$ cat src/rtl/video_register_port_with_vram_defines.svh
// assertion macros for the video register port
// used by video_register_port_with_vram.sv, needs clk and rst in scope
`ifndef VIDEO_REGISTER_PORT_WITH_VRAM_DEFINES_SVH
`define VIDEO_REGISTER_PORT_WITH_VRAM_DEFINES_SVH

`ifndef SYNTHESIS
// property must hold at every clock outside reset
`define VRP_ASSERT(label, prop) \
  label: assert property (@(posedge clk) disable iff (rst) prop) \
    else $error("vrp check failed");
// condition must never be true outside reset
`define VRP_NEVER(label, cond) \
  label: assert property (@(posedge clk) disable iff (rst) !(cond)) \
    else $error("vrp forbidden condition seen");
`else
`define VRP_ASSERT(label, prop)
`define VRP_NEVER(label, cond)
`endif

`endif

$ cat src/rtl/vrp_ram.sv
// generic simple dual-port ram, one write and one registered read port
// no dependencies
module vrp_ram #(
  parameter int WIDTH = 8,
  parameter int DEPTH = 256
) (
  input  logic                     clk,
  input  logic                     wr_en,
  input  logic [$clog2(DEPTH)-1:0] wr_addr,
  input  logic [WIDTH-1:0]         wr_data,
  input  logic                     rd_en,
  input  logic [$clog2(DEPTH)-1:0] rd_addr,
  output logic [WIDTH-1:0]         rd_data
);

  logic [WIDTH-1:0] mem [DEPTH];

  always_ff @(posedge clk) begin
    if (wr_en) begin
      mem[wr_addr] <= wr_data;
    end
    if (rd_en) begin
      rd_data <= mem[rd_addr];
    end
  end

endmodule

$ cat config.mk
export PLATFORM = sky130hd
export DESIGN_NAME = vrp_ram
export DESIGN_NICKNAME = d
export VERILOG_FILES = /design/src/rtl/video_register_port_with_vram_defines.svh /design/src/rtl/vrp_ram.sv
export SDC_FILE = /design/constraint.sdc
export NUM_CORES = 2
export LEC_CHECK = 0
export BUFFER_PORTS_ARGS = -buffer_cell sky130_fd_sc_hd__buf_2
export CORE_ASPECT_RATIO = 0.75
export CORE_UTILIZATION = 57
export CTS_CLUSTER_DIAMETER = 60
export DETAILED_ROUTE_END_ITERATION = 7
export PLACE_DENSITY = 0.76
export SLEW_MARGIN = 20
export SYNTH_ARGS = -nofsm -noshare
export SYNTH_HDL_FRONTEND = slang
export SYNTH_SLANG_ARGS = --single-unit
$ cat constraint.sdc
create_clock -name clk -period 2.27 [get_ports clk]
set_input_delay 0.227 -clock clk [delete_from_list [all_inputs] [get_ports clk]]
set_output_delay 0.227 -clock clk [all_outputs]
set_load 0.05 [all_outputs]
# ---- Word-level counts from Yosys, hierarchy flattened
# Memory sizes are Yosys's and may differ from the RTL's. A register that Yosys moved wholly into a read port is not among the register bits.
# Index checks and enable logic that the tools add are counted.
dict set report classes {
  addsub 0
  mul 0
  div 0
  order_cmp 0
  n_eq_ne 0
  shifts 0
  muxes 2
  bitwise 0
  n_reduce_logical 0
}
# cell count
set ops {}
lappend ops {{1-bit 2-to-1 mux} 2}
dict set report totals {
  register_bits 0
  latchBits 0
  mem_bits_rw 2048
  romBits 0
  input_bits 27
  output_inout_bits 8
  wordCells 3
  n_memories 1
}
# name words word_bits rd rd_ports_with_merged_regs wr line_no
set memory_table {}
lappend memory_table {mem 256 8 1 1 1 vrp_ram.sv:16} ;# logic [WIDTH-1:0] mem [DEPTH];

# ---- Longest topological paths before layout
dict set report logic_depth {
  word_depth 2
  ltp_mapped 11
  depth_no_buf 6
}

# ---- Worst setup path before layout
# OpenSTA, ideal clock, no wires.
dict set report synth_path {
  path_type {input to register}
  start {input rd_addr[0]}
  end {register rd_data[2], read port of mem, data pin}
  setup_ns 0.269
  arrival_ns 2.034
  required_ns 2.001
  slack_ns -0.033
  path_stages 9
  n_path_buf 4
  path_cell_list {buf_6 buf_12 buf_8 buf_2 mux4_2 a22oi_1 a21oi_1 nor4_1 nor4_2}
}
# item line_no
set synth_rtl {}
lappend synth_rtl {{start, declared} vrp_ram.sv:12} ;# input logic [$clog2(DEPTH)-1:0] rd_addr,
lappend synth_rtl {{end, declared} vrp_ram.sv:13} ;# output logic [WIDTH-1:0] rd_data

==> summary.txt <==
Fin Setup TNS -> -0.764 ns
Die Y-Extent -> 326 µm
Psw -> 16300 µW
Top Ports -> 35
Std cell rows -> 118
Met1 Use GR -> 43.3%
Hold depth -> 4
Mapped Cells -> 3733
Share of cells above drive strength 1 -> 33.2%
Data required time of the critical path -> 2.81 ns
Top-area cell type share of the netlist area -> 77.5%
Commonest non-fill, non-tap cell in the layout -> edfxtp_1
Min Tclk post-route -> 2.54 ns
Iter 0 DRT Violations -> 6870
Sequential area share after synthesis -> 77.5%
Worst hold margin -> 0.155 ns
Ys flop type -> edfxtp_1
Initial Util -> 57.6%
Net Sw Frac -> 21.2%
Nature of the critical path endpoint -> flop
Final setup violation count -> 6
Drt total wl -> 203000 µm
Status -> finished, violations left
Power share of the combinational group -> 6.0%
Post-route DRC -> 0
Syn Area/Cell -> 21.3 µm²
Core Footprint -> 0.138 mm²
H-tree Lvls -> 4
GRT overflow -> 0
Critical-path top delay cell -> mux4_2
Worst reg2reg endpoint -> rd_data[1]$_DFFE_PP_
CTS Buffer Depth -> 3
Distinct cells, synth -> 54
Post-DP HPWL -> 130000 µm
Placed cells -> 6113
Hold path start -> wr_addr[0]
Flop2flop setup slack -> -0.27 ns
Clk_lat worst skew -> 0.82 ns
Die width -> 434 µm
Internal -> 60500 µW
Failing checks -> negative setup slack
Leading area contributor after synthesis -> edfxtp_1
WHS Endpoint -> mem[171][7]$_DFFE_PP_
Clk pwr share -> 39.4%
Filler cells -> 8330
Cell Area, Synth -> 0.0796 mm²
Pre-CTS WS -> -1.25 ns
Worst setup SP type -> flop
Post-DR wirelength/cell -> 31.5 µm
IO Port Bufs -> 34
Slew margin rel. -> 44.7%
Worst-path clk slew -> 0.07 ns
Pwr Density -> 820 mW/mm²
Seq cells post-synth -> 2056
Area occupied by multi-input gates -> 0.0169 mm²
DR vias/cell -> 6.61
Via count -> 42600
Most frequent cells in the layout -> edfxtp_1, buf_4, mux4_2
Arr. time, crit path -> 3.08 ns
M2 GR Usage -> 43.6%
Area Overhead vs Synth -> 17.5%
CTS tree -> yes
Gr busiest metal -> met2
Crit Path Class -> reg -> reg
Crit Path Max Fanout -> 1
Ys Warns -> 0
Reg2reg path depth -> 6
Slack of the critical path -> -0.267 ns
Critical Path Max Stage Delay -> 0.56 ns
Initial antenna violation count -> 6
CP most frequent cell -> mux4_2
Gr usage total -> 29.2%
Synth area leaders -> edfxtp_1, mux4_2, mux2i_1
FF+latch area -> 0.0617 mm²
Routed Antenna Nets -> 0
Non-Filler Instances -> 6450
Die area -> 0.141 mm²
Peak Freq -> 0.394 GHz
First-pass GRT wire length -> 295000 µm
GR Util met3 -> 6.70%
Sequential Power Share -> 54.6%
Number of global-route vias before repair -> 42800
# clock sinks -> 2056
Worst hold-check path type -> in -> reg
Clock root cell -> clkbuf_16
Peak supply drop -> 0.000801 V
Buf+Inv Stages, Crit Path -> 1
Post-synth EDFFs -> 2056
Maximum Capacitance Violations -> 0
Final hold violations -> 0
CP cell instances -> mux4_2 > mux4_2 > nor2b_4 > nor4_4 > buf_4 > nor4_2
Ys async rst share -> 0%
Layout net count -> 4471
Crit path from -> mem[86][1]$_DFFE_PP_
LEAKAGE -> 0.0304 µW
CP delay by family, top -> multiplexers
Gpl congestion -> 0.926
Largest net degree at the start of global routing -> 81
Drt pass-1 iters -> 6
RSZ-0062 raised after global routing -> true
Final core utilization -> 67.6%
Num CTS Buffers -> 180
R2r startpoint -> mem[86][1]$_DFFE_PP_
Max-slew violation count -> 0
Measured slew at the worst slew-check pin -> 0.829 ns
Period Utilization, post-route -> 112%
Final Skew -> 0.0285 ns
Syn nets -> 3760
## flip-flops by register name, summed over array words and instances, names as in the netlist
register and cells:
mem 2048, rd_data 8
## worst max path at each step
stage | cells past startpoint | slack [ns] | to
2_1_floorplan | 9 | -0.0005 | rd_data[0]$_DFFE_PP_
3_3_place_gp | 10 | -1.51 | rd_data[6]$_DFFE_PP_
3_5_place_dp | 10 | -1.25 | rd_data[3]$_DFFE_PP_
4_1_cts | 6 | -0.28 | rd_data[1]$_DFFE_PP_
5_1_grt | 6 | -0.34 | rd_data[1]$_DFFE_PP_
6_report | 6 | -0.27 | rd_data[1]$_DFFE_PP_
## cell usage after synthesis, types with 2 or more instances
master     number
a22oi_1       133
nand2_1        33
clkbuf_1      111
a31oi_1         2
nor2_1        282
mux4_1          2
edfxtp_1     2056
buf_4          27
o22ai_1        28
buf_8          13
a22o_1          8
or2_2           4
nor3_1         22
buf_12          8
nand3_1        34
a211oi_1       16
buf_1          22
o21ai_1         2
buf_2          31
and2_1          6
o211ai_1       10
buf_6          21
mux4_2        454
mux2i_1       134
a2111oi_0       2
a21oi_1        96
o22a_1          5
a311oi_1        2
a2111oi_1       2
nor4_1         24
nor2b_1        31
o221ai_1       46
nor4_2          3
nand2b_1        8
nand3b_1        2
a221oi_1       13
o21ai_0        10
o32ai_1         4
nand4_1        10
and3b_1         2
## logic make-up after synthesis
logic type | after synthesis | share of synthesized area, %
and+or+nand+nor | 466 | 2.63
AOI/OAI and AO/OA | 385 | 3.42
DFF | 2056 | 77.5
muxes | 591 | 14.6
buffers and inverters | 235 | 1.83
## worst min-delay path, cell delays in order
cell,delay (ns)
buf_2,0.18
nand3_1,0.15
nor2_1,0.05
buf_4,0.18
## metal layers
layer / vias up / routed length (µm) / share of wire (%)
met2: 3073 / 93300 / 46
met1: 22000 / 76400 / 38
met3: 435 / 26800 / 13
met5: - / 27 / 0.013
li1: 17100 / - / -
met4: 4 / 6680 / 3.3
## timing repair
action | 4_1_cts | 5_1_grt
hold endpoints to repair | 252 | 0
gates resized for setup | 50 | 19
setup buffers | 0 | 0
hold buffers | 9 | 0
endpoints found under the setup margin | 8 | 8
pin swaps | 17 | 12
## final cells by class
| type | instances | share of cell area, % |
|---|---|---|
| antenna | 2 | 0.00535 |
| clock buffer | 225 | 5.11 |
| clock inverter | 101 | 1.02 |
| inverter | 2 | 0.00802 |
| multi-input combinational | 1442 | 18.1 |
| sequential | 2056 | 66.0 |
| tap | 1860 | 2.49 |
| timing repair buffer | 762 | 7.33 |
## stage by stage
step / total power [µW] / instance area, µm²
after global placement: 47000 / 87300
after detailed placement: 47100 / 87300
after floorplan: 44800 / 79700
after global routing: 78500 / 93600
after CTS: 76800 / 93500
final: 76800 / 93600
## power by group through the flow
| stage | registers, µW | logic [µW] | clock network (µW) |
|---|---|---|---|
| global route | 41900 | 4800 | 31800 |
| global placement | 42700 | 4290 | 0 |
| floorplan | 42800 | 2040 | 0 |
| CTS | 41900 | 4530 | 30400 |
| finish | 41900 | 4620 | 30200 |
| detailed placement | 42700 | 4390 | 0 |
Note: power is estimated with default switching activity, not from simulation.
